File: config.mk
export PLATFORM = sky130hd
export DESIGN_NAME = text_tokenizer_quotes_comments
export DESIGN_NICKNAME = d
export VERILOG_FILES = /design/src/hdl/ttqc_pkg.sv /design/src/hdl/ttqc_fifo.sv /design/src/hdl/ttqc_front.sv /design/src/hdl/ttqc_back.sv /design/src/hdl/text_tokenizer_quotes_comments.sv
export SDC_FILE = /design/constraint.sdc
export NUM_CORES = 1
export LEC_CHECK = 0
export BUFFER_PORTS_ARGS = -buffer_cell sky130_fd_sc_hd__buf_2
export CAP_MARGIN = 15
export CELL_PAD_IN_SITES_DETAIL_PLACEMENT = 0
export CELL_PAD_IN_SITES_GLOBAL_PLACEMENT = 1
export CORE_MARGIN = 2
export CORE_UTILIZATION = 54
export CTS_CLUSTER_DIAMETER = 80
export DETAILED_ROUTE_END_ITERATION = 6
export GPL_TIMING_DRIVEN = 0
export PLACE_DENSITY = 0.88
export SKIP_CTS_REPAIR_TIMING = 1
export SLEW_MARGIN = 20
export SYNTH_ARGS = -nofsm -noshare
export SYNTH_HDL_FRONTEND = slang
export SYNTH_HIERARCHICAL = 1
export SYNTH_SLANG_ARGS = --single-unit
File: constraint.sdc
create_clock -name clk_i -period 4 [get_ports clk_i]
set_clock_uncertainty 0.05 [all_clocks]
set_input_delay 0.6 -clock clk_i [delete_from_list [all_inputs] [get_ports clk_i]]
set_output_delay 0.6 -clock clk_i [all_outputs]
set_load 0.05 [all_outputs]
File: src/hdl/ttqc_pkg.sv
`timescale 1ns / 1ps

package ttqc_pkg;

  // Default sizes.
  localparam int MAX_TOKEN_LEN_DEF = 32;
  localparam int CMD_DEPTH_DEF     = 4;
  localparam int OUT_DEPTH_DEF     = 2;

  // Character codes the scanner reacts to.
  localparam logic [7:0] CHAR_NUL     = 8'h00;
  localparam logic [7:0] CHAR_NEWLINE = 8'h0A;
  localparam logic [7:0] CHAR_QUOTE   = 8'h22;
  localparam logic [7:0] CHAR_SLASH   = 8'h2F;
  localparam logic [7:0] SEP_MAX      = 8'd32;

  // One command from the scanner to the token engine. The engine carries the
  // flags out in this order: clear, leading slash, store, emit, end of text.
  typedef struct packed {
    logic       clr;
    logic       pre_slash;
    logic       store;
    logic       emit;
    logic       word;
    logic       eot;
    logic [7:0] data;
  } cmd_t;

  // One result item.
  typedef struct packed {
    logic [7:0] token_byte;
    logic       is_last;
    logic       is_empty;
    logic       end_of_text;
  } out_t;

endpackage

File: src/hdl/ttqc_fifo.sv
`timescale 1ns / 1ps

module ttqc_fifo #(
  parameter int WIDTH = 8,
  parameter int DEPTH = 2
) (
  input  logic             clk_i,
  input  logic             rst_ni,
  input  logic             push_i,
  input  logic [WIDTH-1:0] wdata_i,
  output logic             full_o,
  input  logic             pop_i,
  output logic [WIDTH-1:0] rdata_o,
  output logic             empty_o
);

  localparam int AW = (DEPTH > 1) ? $clog2(DEPTH) : 1;
  localparam int CW = $clog2(DEPTH + 1);

  logic [WIDTH-1:0] mem_q [DEPTH];
  logic [AW-1:0]    wptr_q, wptr_d;
  logic [AW-1:0]    rptr_q, rptr_d;
  logic [CW-1:0]    cnt_q, cnt_d;
  logic             do_push, do_pop;

  assign full_o  = (cnt_q == CW'(DEPTH));
  assign empty_o = (cnt_q == '0);
  assign do_push = push_i && !full_o;
  assign do_pop  = pop_i && !empty_o;
  assign rdata_o = mem_q[rptr_q];

  // Pointer and fill count update.
  always_comb begin
    wptr_d = wptr_q;
    rptr_d = rptr_q;
    cnt_d  = cnt_q;
    if (do_push) begin
      wptr_d = (wptr_q == AW'(DEPTH - 1)) ? '0 : wptr_q + AW'(1);
    end
    if (do_pop) begin
      rptr_d = (rptr_q == AW'(DEPTH - 1)) ? '0 : rptr_q + AW'(1);
    end
    if (do_push && !do_pop) begin
      cnt_d = cnt_q + CW'(1);
    end else if (do_pop && !do_push) begin
      cnt_d = cnt_q - CW'(1);
    end
  end

  always_ff @(posedge clk_i or negedge rst_ni) begin
    if (!rst_ni) begin
      wptr_q <= '0;
      rptr_q <= '0;
      cnt_q  <= '0;
    end else begin
      wptr_q <= wptr_d;
      rptr_q <= rptr_d;
      cnt_q  <= cnt_d;
    end
  end

  // Storage holds payload only.
  always_ff @(posedge clk_i) begin
    if (do_push) begin
      mem_q[wptr_q] <= wdata_i;
    end
  end

endmodule

File: src/hdl/ttqc_front.sv
`timescale 1ns / 1ps

module ttqc_front (
  input  logic                clk_i,
  input  logic                rst_ni,
  input  logic                valid_i,
  input  logic [7:0]          text_byte_i,
  output logic                cmd_push_o,
  output ttqc_pkg::cmd_t      cmd_o
);

  typedef enum logic [4:0] {
    MODE_BETWEEN = 5'b00001,
    MODE_SLASH   = 5'b00010,
    MODE_COMMENT = 5'b00100,
    MODE_QUOTE   = 5'b01000,
    MODE_WORD    = 5'b10000
  } mode_e;

  mode_e          mode_q, mode_d;
  ttqc_pkg::cmd_t cmd;
  logic           is_nul, is_sep;

  assign is_nul = (text_byte_i == ttqc_pkg::CHAR_NUL);
  assign is_sep = (text_byte_i <= ttqc_pkg::SEP_MAX);

  // Classify the byte against the current mode and build its command.
  always_comb begin
    mode_d   = mode_q;
    cmd      = '0;
    cmd.data = text_byte_i;
    unique case (mode_q)
      MODE_SLASH: begin
        if (text_byte_i == ttqc_pkg::CHAR_SLASH) begin
          mode_d = MODE_COMMENT;
        end else begin
          // The held slash opens a word; this byte continues it or, as a separator, ends it.
          cmd.clr       = 1'b1;
          cmd.pre_slash = 1'b1;
          if (is_sep) begin
            cmd.emit = 1'b1;
            cmd.word = 1'b1;
            cmd.eot  = is_nul;
            mode_d   = MODE_BETWEEN;
          end else begin
            cmd.store = 1'b1;
            mode_d    = MODE_WORD;
          end
        end
      end
      MODE_COMMENT: begin
        if (text_byte_i == ttqc_pkg::CHAR_NEWLINE) begin
          mode_d = MODE_BETWEEN;
        end else if (is_nul) begin
          cmd.eot = 1'b1;
          mode_d  = MODE_BETWEEN;
        end
      end
      MODE_QUOTE: begin
        if (text_byte_i == ttqc_pkg::CHAR_QUOTE || is_nul) begin
          cmd.emit = 1'b1;
          cmd.eot  = is_nul;
          mode_d   = MODE_BETWEEN;
        end else begin
          cmd.store = 1'b1;
        end
      end
      MODE_WORD: begin
        if (is_sep) begin
          cmd.emit = 1'b1;
          cmd.word = 1'b1;
          cmd.eot  = is_nul;
          mode_d   = MODE_BETWEEN;
        end else begin
          cmd.store = 1'b1;
        end
      end
      default: begin
        // Between tokens.
        mode_d = MODE_BETWEEN;
        if (is_nul) begin
          cmd.eot = 1'b1;
        end else if (is_sep) begin
          mode_d = MODE_BETWEEN;
        end else if (text_byte_i == ttqc_pkg::CHAR_SLASH) begin
          mode_d = MODE_SLASH;
        end else if (text_byte_i == ttqc_pkg::CHAR_QUOTE) begin
          cmd.clr = 1'b1;
          mode_d  = MODE_QUOTE;
        end else begin
          cmd.clr   = 1'b1;
          cmd.store = 1'b1;
          mode_d    = MODE_WORD;
        end
      end
    endcase
  end

  assign cmd_o      = cmd;
  assign cmd_push_o = valid_i && (cmd.clr || cmd.store || cmd.emit || cmd.eot);

  always_ff @(posedge clk_i or negedge rst_ni) begin
    if (!rst_ni) begin
      mode_q <= MODE_BETWEEN;
    end else if (valid_i) begin
      mode_q <= mode_d;
    end
  end

endmodule

File: src/hdl/ttqc_back.sv
`timescale 1ns / 1ps

module ttqc_back #(
  parameter int MAX_TOKEN_LEN = ttqc_pkg::MAX_TOKEN_LEN_DEF
) (
  input  logic           clk_i,
  input  logic           rst_ni,
  input  ttqc_pkg::cmd_t cmd_i,
  input  logic           cmd_empty_i,
  output logic           cmd_pop_o,
  input  logic           out_full_i,
  output logic           out_push_o,
  output ttqc_pkg::out_t out_item_o
);

  localparam int AW = $clog2(MAX_TOKEN_LEN);
  localparam int LW = $clog2(MAX_TOKEN_LEN + 1);

  typedef enum logic [5:0] {
    ST_IDLE  = 6'b000001,
    ST_SLASH = 6'b000010,
    ST_STORE = 6'b000100,
    ST_PREP  = 6'b001000,
    ST_EMIT  = 6'b010000,
    ST_EOT   = 6'b100000
  } bst_e;

  bst_e           state_q, state_d;
  ttqc_pkg::cmd_t cmd_q, cmd_d;
  logic [LW-1:0]  len_q, len_d;
  logic [AW-1:0]  idx_q, idx_d;
  logic [7:0]     rd_q;
  logic [7:0]     mem_q [MAX_TOKEN_LEN];
  logic           wr_en;
  logic [AW-1:0]  wr_addr;
  logic [7:0]     wr_data;
  logic           tok_empty, idx_last, out_acc;

  // A word that filled the store is discarded; nothing stored is empty too.
  assign tok_empty = (len_q == '0) ||
                     (cmd_q.word && (len_q >= LW'(MAX_TOKEN_LEN)));
  assign idx_last  = ((LW'(idx_q) + LW'(1)) == len_q);
  assign out_acc   = out_push_o && !out_full_i;

  // Sequencer: one step of the current command per state.
  always_comb begin
    state_d    = state_q;
    cmd_d      = cmd_q;
    len_d      = len_q;
    idx_d      = idx_q;
    cmd_pop_o  = 1'b0;
    out_push_o = 1'b0;
    out_item_o = '0;
    wr_en      = 1'b0;
    wr_addr    = len_q[AW-1:0];
    wr_data    = cmd_q.data;
    unique case (state_q)
      ST_IDLE: begin
        if (!cmd_empty_i) begin
          cmd_pop_o = 1'b1;
          cmd_d     = cmd_i;
          idx_d     = '0;
          if (cmd_i.clr) begin
            len_d = '0;
          end
          if (cmd_i.pre_slash) begin
            state_d = ST_SLASH;
          end else if (cmd_i.store) begin
            state_d = ST_STORE;
          end else if (cmd_i.emit) begin
            state_d = ST_EMIT;
          end else if (cmd_i.eot) begin
            state_d = ST_EOT;
          end
        end
      end
      ST_SLASH: begin
        wr_en   = 1'b1;
        wr_addr = '0;
        wr_data = ttqc_pkg::CHAR_SLASH;
        len_d   = LW'(1);
        if (cmd_q.store) begin
          state_d = ST_STORE;
        end else if (cmd_q.emit) begin
          state_d = ST_PREP;
        end else if (cmd_q.eot) begin
          state_d = ST_EOT;
        end else begin
          state_d = ST_IDLE;
        end
      end
      ST_STORE: begin
        if (len_q < LW'(MAX_TOKEN_LEN)) begin
          wr_en = 1'b1;
          len_d = len_q + LW'(1);
        end
        state_d = ST_IDLE;
      end
      ST_PREP: begin
        // Lets the slash just written reach the read register.
        state_d = ST_EMIT;
      end
      ST_EMIT: begin
        out_push_o = 1'b1;
        if (tok_empty) begin
          out_item_o.is_last  = 1'b1;
          out_item_o.is_empty = 1'b1;
        end else begin
          out_item_o.token_byte = rd_q;
          out_item_o.is_last    = idx_last;
        end
        if (out_acc) begin
          if (tok_empty || idx_last) begin
            len_d   = '0;
            idx_d   = '0;
            state_d = cmd_q.eot ? ST_EOT : ST_IDLE;
          end else begin
            idx_d = idx_q + AW'(1);
          end
        end
      end
      ST_EOT: begin
        out_push_o              = 1'b1;
        out_item_o.is_last      = 1'b1;
        out_item_o.end_of_text  = 1'b1;
        if (out_acc) begin
          state_d = ST_IDLE;
        end
      end
      default: begin
        state_d = ST_IDLE;
      end
    endcase
  end

  always_ff @(posedge clk_i or negedge rst_ni) begin
    if (!rst_ni) begin
      state_q <= ST_IDLE;
      len_q   <= '0;
      idx_q   <= '0;
      cmd_q   <= '0;
    end else begin
      state_q <= state_d;
      len_q   <= len_d;
      idx_q   <= idx_d;
      cmd_q   <= cmd_d;
    end
  end

  // Token store: one write port, one registered read port.
  always_ff @(posedge clk_i) begin
    if (wr_en) begin
      mem_q[wr_addr] <= wr_data;
    end
    rd_q <= mem_q[idx_d];
  end

endmodule

File: src/hdl/text_tokenizer_quotes_comments.sv
`timescale 1ns / 1ps

// Channel   Direction  Handshake              Payload
// input     in         push / full            text_byte_i
// result    out        empty / pop            token_byte_o, is_last_o, is_empty_o,
//                                             end_of_text_o
//
// The scanner takes one text byte per cycle while its command queue has room.
// The token engine writes a stored character in its store state (after its slash state
// with a held slash), gives a token out byte by byte in its emit state (entered through
// its prep state after a lone slash) and an end-of-text marker in its end-of-text state.
// Reset clears all control state; the token store needs no clearing pass.
// A stalled result port fills the result queue, then the command queue, then raises full.
module text_tokenizer_quotes_comments #(
  parameter int MAX_TOKEN_LEN = ttqc_pkg::MAX_TOKEN_LEN_DEF,
  parameter int CMD_DEPTH     = ttqc_pkg::CMD_DEPTH_DEF,
  parameter int OUT_DEPTH     = ttqc_pkg::OUT_DEPTH_DEF
) (
  input  logic       clk_i,
  input  logic       rst_ni,
  input  logic       push,
  output logic       full,
  input  logic [7:0] text_byte_i,
  output logic       empty,
  input  logic       pop,
  output logic [7:0] token_byte_o,
  output logic       is_last_o,
  output logic       is_empty_o,
  output logic       end_of_text_o
);

  localparam int CmdW = $bits(ttqc_pkg::cmd_t);
  localparam int OutW = $bits(ttqc_pkg::out_t);

  logic           in_acc;
  logic           cmd_push, cmd_full, cmd_empty, cmd_pop;
  ttqc_pkg::cmd_t cmd_wr, cmd_rd;
  logic           out_push, out_full;
  ttqc_pkg::out_t out_wr, out_rd;

  assign full   = cmd_full;
  assign in_acc = push && !cmd_full;

  // Scanner: tracks the mode and turns bytes into commands.
  ttqc_front u_front (
    .clk_i       (clk_i),
    .rst_ni      (rst_ni),
    .valid_i     (in_acc),
    .text_byte_i (text_byte_i),
    .cmd_push_o  (cmd_push),
    .cmd_o       (cmd_wr)
  );

  // Command queue between scanner and token engine.
  ttqc_fifo #(
    .WIDTH (CmdW),
    .DEPTH (CMD_DEPTH)
  ) u_cmd_fifo (
    .clk_i   (clk_i),
    .rst_ni  (rst_ni),
    .push_i  (cmd_push),
    .wdata_i (cmd_wr),
    .full_o  (cmd_full),
    .pop_i   (cmd_pop),
    .rdata_o (cmd_rd),
    .empty_o (cmd_empty)
  );

  // Token engine: owns the token store and produces result requests.
  ttqc_back #(
    .MAX_TOKEN_LEN (MAX_TOKEN_LEN)
  ) u_back (
    .clk_i       (clk_i),
    .rst_ni      (rst_ni),
    .cmd_i       (cmd_rd),
    .cmd_empty_i (cmd_empty),
    .cmd_pop_o   (cmd_pop),
    .out_full_i  (out_full),
    .out_push_o  (out_push),
    .out_item_o  (out_wr)
  );

  // Result queue decouples the engine from the consumer.
  ttqc_fifo #(
    .WIDTH (OutW),
    .DEPTH (OUT_DEPTH)
  ) u_out_fifo (
    .clk_i   (clk_i),
    .rst_ni  (rst_ni),
    .push_i  (out_push),
    .wdata_i (out_wr),
    .full_o  (out_full),
    .pop_i   (pop),
    .rdata_o (out_rd),
    .empty_o (empty)
  );

  assign token_byte_o  = out_rd.token_byte;
  assign is_last_o     = out_rd.is_last;
  assign is_empty_o    = out_rd.is_empty;
  assign end_of_text_o = out_rd.end_of_text;

  // The scanner never issues a command into a full queue.
  a_cmd_no_overflow: assert property (@(posedge clk_i) disable iff (!rst_ni)
    cmd_push |-> !cmd_full)
    else $error("command written into a full queue");

  // The engine pops only when a command is waiting.
  a_cmd_no_underflow: assert property (@(posedge clk_i) disable iff (!rst_ni)
    cmd_pop |-> !cmd_empty)
    else $error("command taken from an empty queue");

  // Markers and empty tokens are single, final items with a zero byte.
  a_marker_form: assert property (@(posedge clk_i) disable iff (!rst_ni)
    (out_push && (out_wr.end_of_text || out_wr.is_empty)) |->
      (out_wr.is_last && (out_wr.token_byte == ttqc_pkg::CHAR_NUL) &&
       !(out_wr.end_of_text && out_wr.is_empty)))
    else $error("malformed marker request");

  // A request that was refused is offered again unchanged.
  a_out_hold: assert property (@(posedge clk_i) disable iff (!rst_ni)
    (out_push && out_full) |=> (out_push && $stable(out_wr)))
    else $error("stalled result request changed");

endmodule
Yosys cells after proc, flatten, opt, wreduce, memory -nomap -nowiden:

Memories as Yosys holds them, arrays and structs flattened. A register that Yosys moved wholly into a read port is not among the register bits.
Cells that the tools add are included.

* mux-type cells: 82
* magnitude comparators: 3
* add/sub/neg operators: 11
* reductions and logical operators: 38
* bitwise gates (word level): 1
* eq/ne operators: 28

Operator list (number)
* 6-bit 2-to-1 mux: 17
* 5-bit 2-to-1 mux: 14
* 1-bit 2-to-1 mux: 30
* 6-bit case mux with 5 select lines: 1
* 8-bit 2-to-1 mux: 3
* 6-bit case mux with 4 select lines: 1
* 5-bit case mux with 4 select lines: 1
* 8-bit by 6-bit equality test with 1-bit output, second input constant: 2
* 2-bit by 1-bit != test with 1-bit output, second input constant: 7
* 1-bit logical AND: 11
* 5-bit case mux with 2 select lines: 1
* 3-bit 2-to-1 mux: 3
* 8-bit by 4-bit equality test with 1-bit output, second input constant: 1
* 8-bit by 6-bit less-or-equal comparator with 1-bit output, second input constant: 1
* 1-bit logical NOT: 8
* 8-bit logical NOT: 1
* 2-bit 2-to-1 mux: 4
* 1-bit case mux with 2 select lines: 4
* 1-bit case mux with 4 select lines: 2
* 2-bit by 1-bit adder with 2-bit output, second input constant: 3
* 5-bit by 1-bit adder with 6-bit output, second input constant: 1
* 6-bit by 1-bit adder with 6-bit output, second input constant: 1
* 2-bit equality test, second input constant: 3
* 6-bit by 1-bit equality test with 1-bit output, second input constant: 1
* 35 further kinds: 42

* output and inout port bits: 13
* register bits after elaboration: 45
* memory bits (writable): 334
* memories: 3
* input bits: 12

Memory list
* u_back.mem_q: depth 32, bits a word 8, read ports 1, clocked after Yosys merged registers in 1, wr ports 1, RTL line ttqc_back.sv:33 `logic [7:0] mem_q [MAX_TOKEN_LEN];`
* u_cmd_fifo.mem_q: depth 4, bits a word 14, read ports 1, clocked after Yosys merged registers in 0, wr ports 1, RTL line ttqc_fifo.sv:20 `logic [WIDTH-1:0] mem_q [DEPTH];`
* u_out_fifo.mem_q: depth 2, bits a word 11, read ports 1, clocked after Yosys merged registers in 0, wr ports 1, RTL line ttqc_fifo.sv:20

Longest topological paths before layout:

* depth after elaboration: 15
* depth in mapped cells: 14
* depth with buffers taken out: 11

Modules after synthesis:

The synthesis kept the hierarchy.

By module, submodules not included
* ttqc_back: sequential area each 8574.5 um^2, times used 1, cells an instance 848, area an instance 12338.1 um^2
* ttqc_fifo at u_cmd_fifo: sequential area each 1856.8 um^2, times used 1, cells an instance 110, area an instance 2461.1 um^2
* ttqc_fifo at u_out_fifo: sequential area each 760.7 um^2, times used 1, cells an instance 53, area an instance 1002.2 um^2
* ttqc_front: sequential area each 126.4 um^2, times used 1, cells an instance 74, area an instance 676.9 um^2
* text_tokenizer_quotes_comments: sequential area each 0.0 um^2, times used 1, cells an instance 1, area an instance 13.8 um^2

Worst setup path after synthesis:

Ideal clock, no wire load.

* path kind: flip-flop to flip-flop
* start point: register u_back.state_q[0]
* end point: register u_cmd_fifo.cnt_q[1]
* slack: 0.775 ns
* clock period less this slack: 3.225 ns
* arrival time: 3.050 ns
* cell stages (with the launch flop): 12
* required time: 3.825 ns
* setup time: 0.125 ns
* path through: dfstp_2 -> buf_2 -> or4b_1 -> or4_1 -> buf_2 -> inv_1 -> clkbuf_1 -> o31ai_2 -> ha_1 -> inv_1 -> fa_1 -> mux2_2

* longest elaborated chain between the ends: 6

Ends and longest elaborated chain
* start, declared: RTL line ttqc_back.sv:28 `bst_e state_q, state_d;`
* start signal, assigned: RTL line ttqc_back.sv:143 `state_q <= state_d;`
* 6-bit by 1-bit equality test with 1-bit output: RTL line ttqc_back.sv:57 `unique case (state_q)`
* 1-bit 2-to-1 mux: RTL line ttqc_back.sv:57
* named net cmd_pop: RTL line text_tokenizer_quotes_comments.sv:36 `logic cmd_push, cmd_full, cmd_empty, cmd_pop;`
* 1-bit logical AND: RTL line ttqc_fifo.sv:29 `assign do_pop = pop_i && !empty_o;`
* 1-bit logical NOT: RTL line ttqc_fifo.sv:43 `if (do_push && !do_pop) begin`
* 1-bit logical AND: RTL line ttqc_fifo.sv:43
* 3-bit 2-to-1 mux: RTL line ttqc_fifo.sv:43
* named net u_cmd_fifo.cnt_d[1]: RTL line ttqc_fifo.sv:23 `logic [CW-1:0] cnt_q, cnt_d;`
* end signal, assigned: RTL line ttqc_fifo.sv:58 `cnt_q <= cnt_d;`
* end, declared: RTL line ttqc_fifo.sv:23

The timed path passes the listed nets, and every way through them passes these cells.
A chain may end at the register's enable or synchronous reset.

Final worst setup path:

* start point: register u_back.state_q[0]
* end point: register u_back.rd_q[7], read port of u_back.mem_q

* longest elaborated chain between the ends: 6

Ends and longest elaborated chain
* 6-bit equality test or 6-bit by 5-bit equality test with 1-bit output (tied branches): RTL line ttqc_back.sv:57
* 2-bit OR reduction (no line)
* 1-bit 2-to-1 mux: RTL line ttqc_back.sv:57
* 1-bit logical AND: RTL line ttqc_back.sv:43 `assign out_acc = out_push_o && !out_full_i;`
* 5-bit 2-to-1 mux: RTL line ttqc_back.sv:112 `if (out_acc) begin`
* 5-bit case mux with 2 select lines *: RTL line ttqc_back.sv:57
* end, declared: RTL line ttqc_back.sv:32 `logic [7:0] rd_q;`

Every way passes the cells marked *; elsewhere a longest branch is shown, timed or not.

==> results.yml <==
routing:
  postRouteAntennaNets: 0
  dr.pass1.iters: 7
  drt_iter0_drc: 933
  drcViolationCount: 0
  routed_wl_um: 35100
  avgViaCountPerCell: 6.01
  routedWlPerCell_um: 22.3
  vias: 9457
sta:
  finalMaxSlewViolations: 0
  hold_viol: 0
  fmax_ghz: 0.252
  setup_violations: 0
  setup_ws_ps: 32.8
  fin_crit_sh_pct: 99.2
  relSlewSlack_pct: 32.3
  fin_crit_ps: 3970
  tightest_slew_ps: 1010
yosys:
  ys.flop_type: "edfxtp_1"
  yosysWarningCount: 6
  syn_area_per_cell_sq_um: 15.2
  ys_seq_area_share_pct: 68.6
  async_reset_ff_share_pct: 11.6
  synth_area_sq_um: 16500
  ys_types: 78
  synth_seq_cells: 387
  syn_nets: 1109
  syn_inst: 1086
  synth_edf_count: 334
final_layout:
  fin_cells: 1574
  finalNetCount: 1178
  syn2layout_area_growth_pct: 12.6
  drive_above_1_share_pct: 18.2
  fill_cells: 2167
  final-seq-area_sq_um: 11300
  final_cell_area_sq_um: 18600
  multi_input_area_sq_um: 4870
  diodes: 0
  final_util_pct: 62.1
grt:
  grt_max_degree: 46
  grt_pass1_vias: 9236
  grt_usage_pct: 22.4
  grt_overflow_total: 0
  grt_pass1_wl_um: 52700
  antenna_found_initial: 0
clocking:
  clk_latency_ps: 520
  cts_max_level: 2
  cts.clk_slew.worst_paths_ps: 60
  cts_max_path_buffers: 3
  cts_made_buffers: 39
  cts_tree: "yes"
  cts_num_sinks: 387
  cts-root-buf: "clkbuf_16"
placement:
  dp.cells: 1500
  portBuffers: 24
  dp_slack_ps: -386
  routabilityCongestion: 0.849
  post_dp_cell_area_sq_um: 17100
  hpwl_um: 22700
die:
  core_sq_um: 29900
  die_width_um: 179
  fp.dieH_um: 179
  io_pins: 25
  initial_core_util_pct: 55.2
  fp-row-count: 63
  dieArea_sq_um: 32000
worst_setup_path:
  path_cells: "buf_2 -> or4b_1 -> or4_1 -> buf_2 -> a31o_2 -> a21oi_4 -> inv_2 -> clkbuf_4 -> a2111oi_4 -> a311oi_1 -> o21ai_1 -> nand4_1"
  crit_fanout: 10
  critical_path_buf_inv_count: 4
  worst-setup-path-type: "reg2reg"
  crit_top_cell: "buf_2"
  cp.arrival_ps: 4240
  cp.depth: 12
  slowest_delay_ps: 510
  cp.required_ps: 4270
  critPathSlowestCell: "dfstp_2"
  critPathTopFamily: "compound AO/OA/AOI/OAI gates"
  r2r_cells: 12
  start_kind: "flip-flop"
  endpoint_kind: "flip-flop"
worst_hold_path:
  holdCritPathClass: "in2async"
power:
  power_mw: 12.1
  leakage_nw: 6.81
  max-vdd-ir-drop_mv: 0.351
  cellPowerDensity_nw_per_um2: 654
flow_run:
  cap_violations: 0
status:
  status: "complete, no violations"
layer usage:
layer,vias to the layer above,global-route usage (%),routed length [um]
met3,81,3.75,2410
met1,4706,29.0,14000
met2,350,38.0,17300
li1,4320,-,-
met5,-,0,0
met4,0,8.54,1360
state kept, by name, summed over array words and instances (netlist names), 3 cells and up:
name and cells:
u_out_fifo/mem_q 22, u_back/mem_q 256, u_cmd_fifo/cnt_q 3, u_back/state_q 6
u_cmd_fifo/mem_q 56, u_front/mode_q 5, u_back/cmd_q 12, u_back/rd_q 8
u_back/idx_q 5, u_back/len_q 6
cell type report:
cell class	count	area share, %
buffer	58	1.81
clock buffer	55	5.92
clock inverter	15	0.809
inverter	37	0.762
multi-input combinational	604	26.2
sequential	387	61.0
tap	390	2.63
timing repair buffer	28	0.890
cell usage after synthesis (all sizes together) (16+ instances only):
cell / n / area (sq um)
a2111oi: 16 / 178
a211oi: 18 / 135
a22oi: 19 / 153
and2: 18 / 113
buf: 34 / 224
clkbuf: 24 / 90.1
dfrtp: 43 / 1080
edfxtp: 334 / 10000
inv: 37 / 141
mux2: 22 / 263
mux2i: 88 / 881
mux4: 28 / 631
nand2: 106 / 400
nand3: 28 / 140
nor2: 58 / 223
nor3: 21 / 125
o21ai: 25 / 125
xnor2: 16 / 148
worst paths after layout:
kind,slack [ps],endpoint,startpoint
worst max-delay path,30,u_back/rd_q[7],u_back/state_q[0]
worst min-delay path,30,u_front/mode_q[4],rst_ni
worst max register to register,30,u_back/rd_q[7],u_back/state_q[0]
worst min register to register,420,u_back/cmd_q[7],u_back/cmd_q[7]
max in group asynchronous,3450,u_back/cmd_q[6],rst_ni
min in group clk_i,360,u_out_fifo/rptr_q,pop
logic make-up after synthesis:
logic type      Yosys count  synth area share [%]
flops                   387                  68.6
buf+inv                  95                  2.76
mux                     138                  10.8
xor+xnor                 24                  1.32
simple gates            295                  9.12
compound gates          136                  6.53
fa+ha+maj                11                 0.880
power by group:
part | leakage, nW | switching, mW | internal (mW) | total (mW)
Sequential | 3.65 | 0.205 | 5.29 | 5.49
Clock | 0.608 | 1.43 | 2.11 | 3.54
Combinational | 2.55 | 2.10 | 1.02 | 3.11
through the flow:
| step | setup TNS (ps) | hold slack, ps |
|---|---|---|
| after global routing | -45.9 | 84.0 |
| after CTS | -2910 | 240 |
| after global placement | -1890 | 401 |
| after detailed placement | -2380 | 403 |
| final | 0 | 32.7 |
| after floorplan | 0 | 254 |
layout by cell type, fill, tap and decap left out, drive strengths merged, types with 19 or more instances in the layout:
| cell type | Yosys | routed |
|---|---|---|
| edfxtp | 334 | 334 |
| nand2 | 106 | 106 |
| mux2i | 88 | 88 |
| clkbuf | 24 | 82 |
| buf | 34 | 59 |
| nor2 | 58 | 58 |
| dfrtp | 43 | 43 |
| inv | 37 | 38 |
| nand3 | 28 | 28 |
| mux4 | 28 | 28 |
| o21ai | 25 | 25 |
| mux2 | 22 | 22 |
| nor3 | 21 | 21 |
| a22oi | 19 | 19 |
worst reg2reg max path, delay by kind of cell (launching register included):
kind	cells	cell delay, ps
AO/OA/AOI/OAI	5	1350
AND/OR/NAND/NOR	3	1160
flip-flops	1	510
buffers and inverters	4	700
Note: power is estimated with default switching activity, not from simulation.
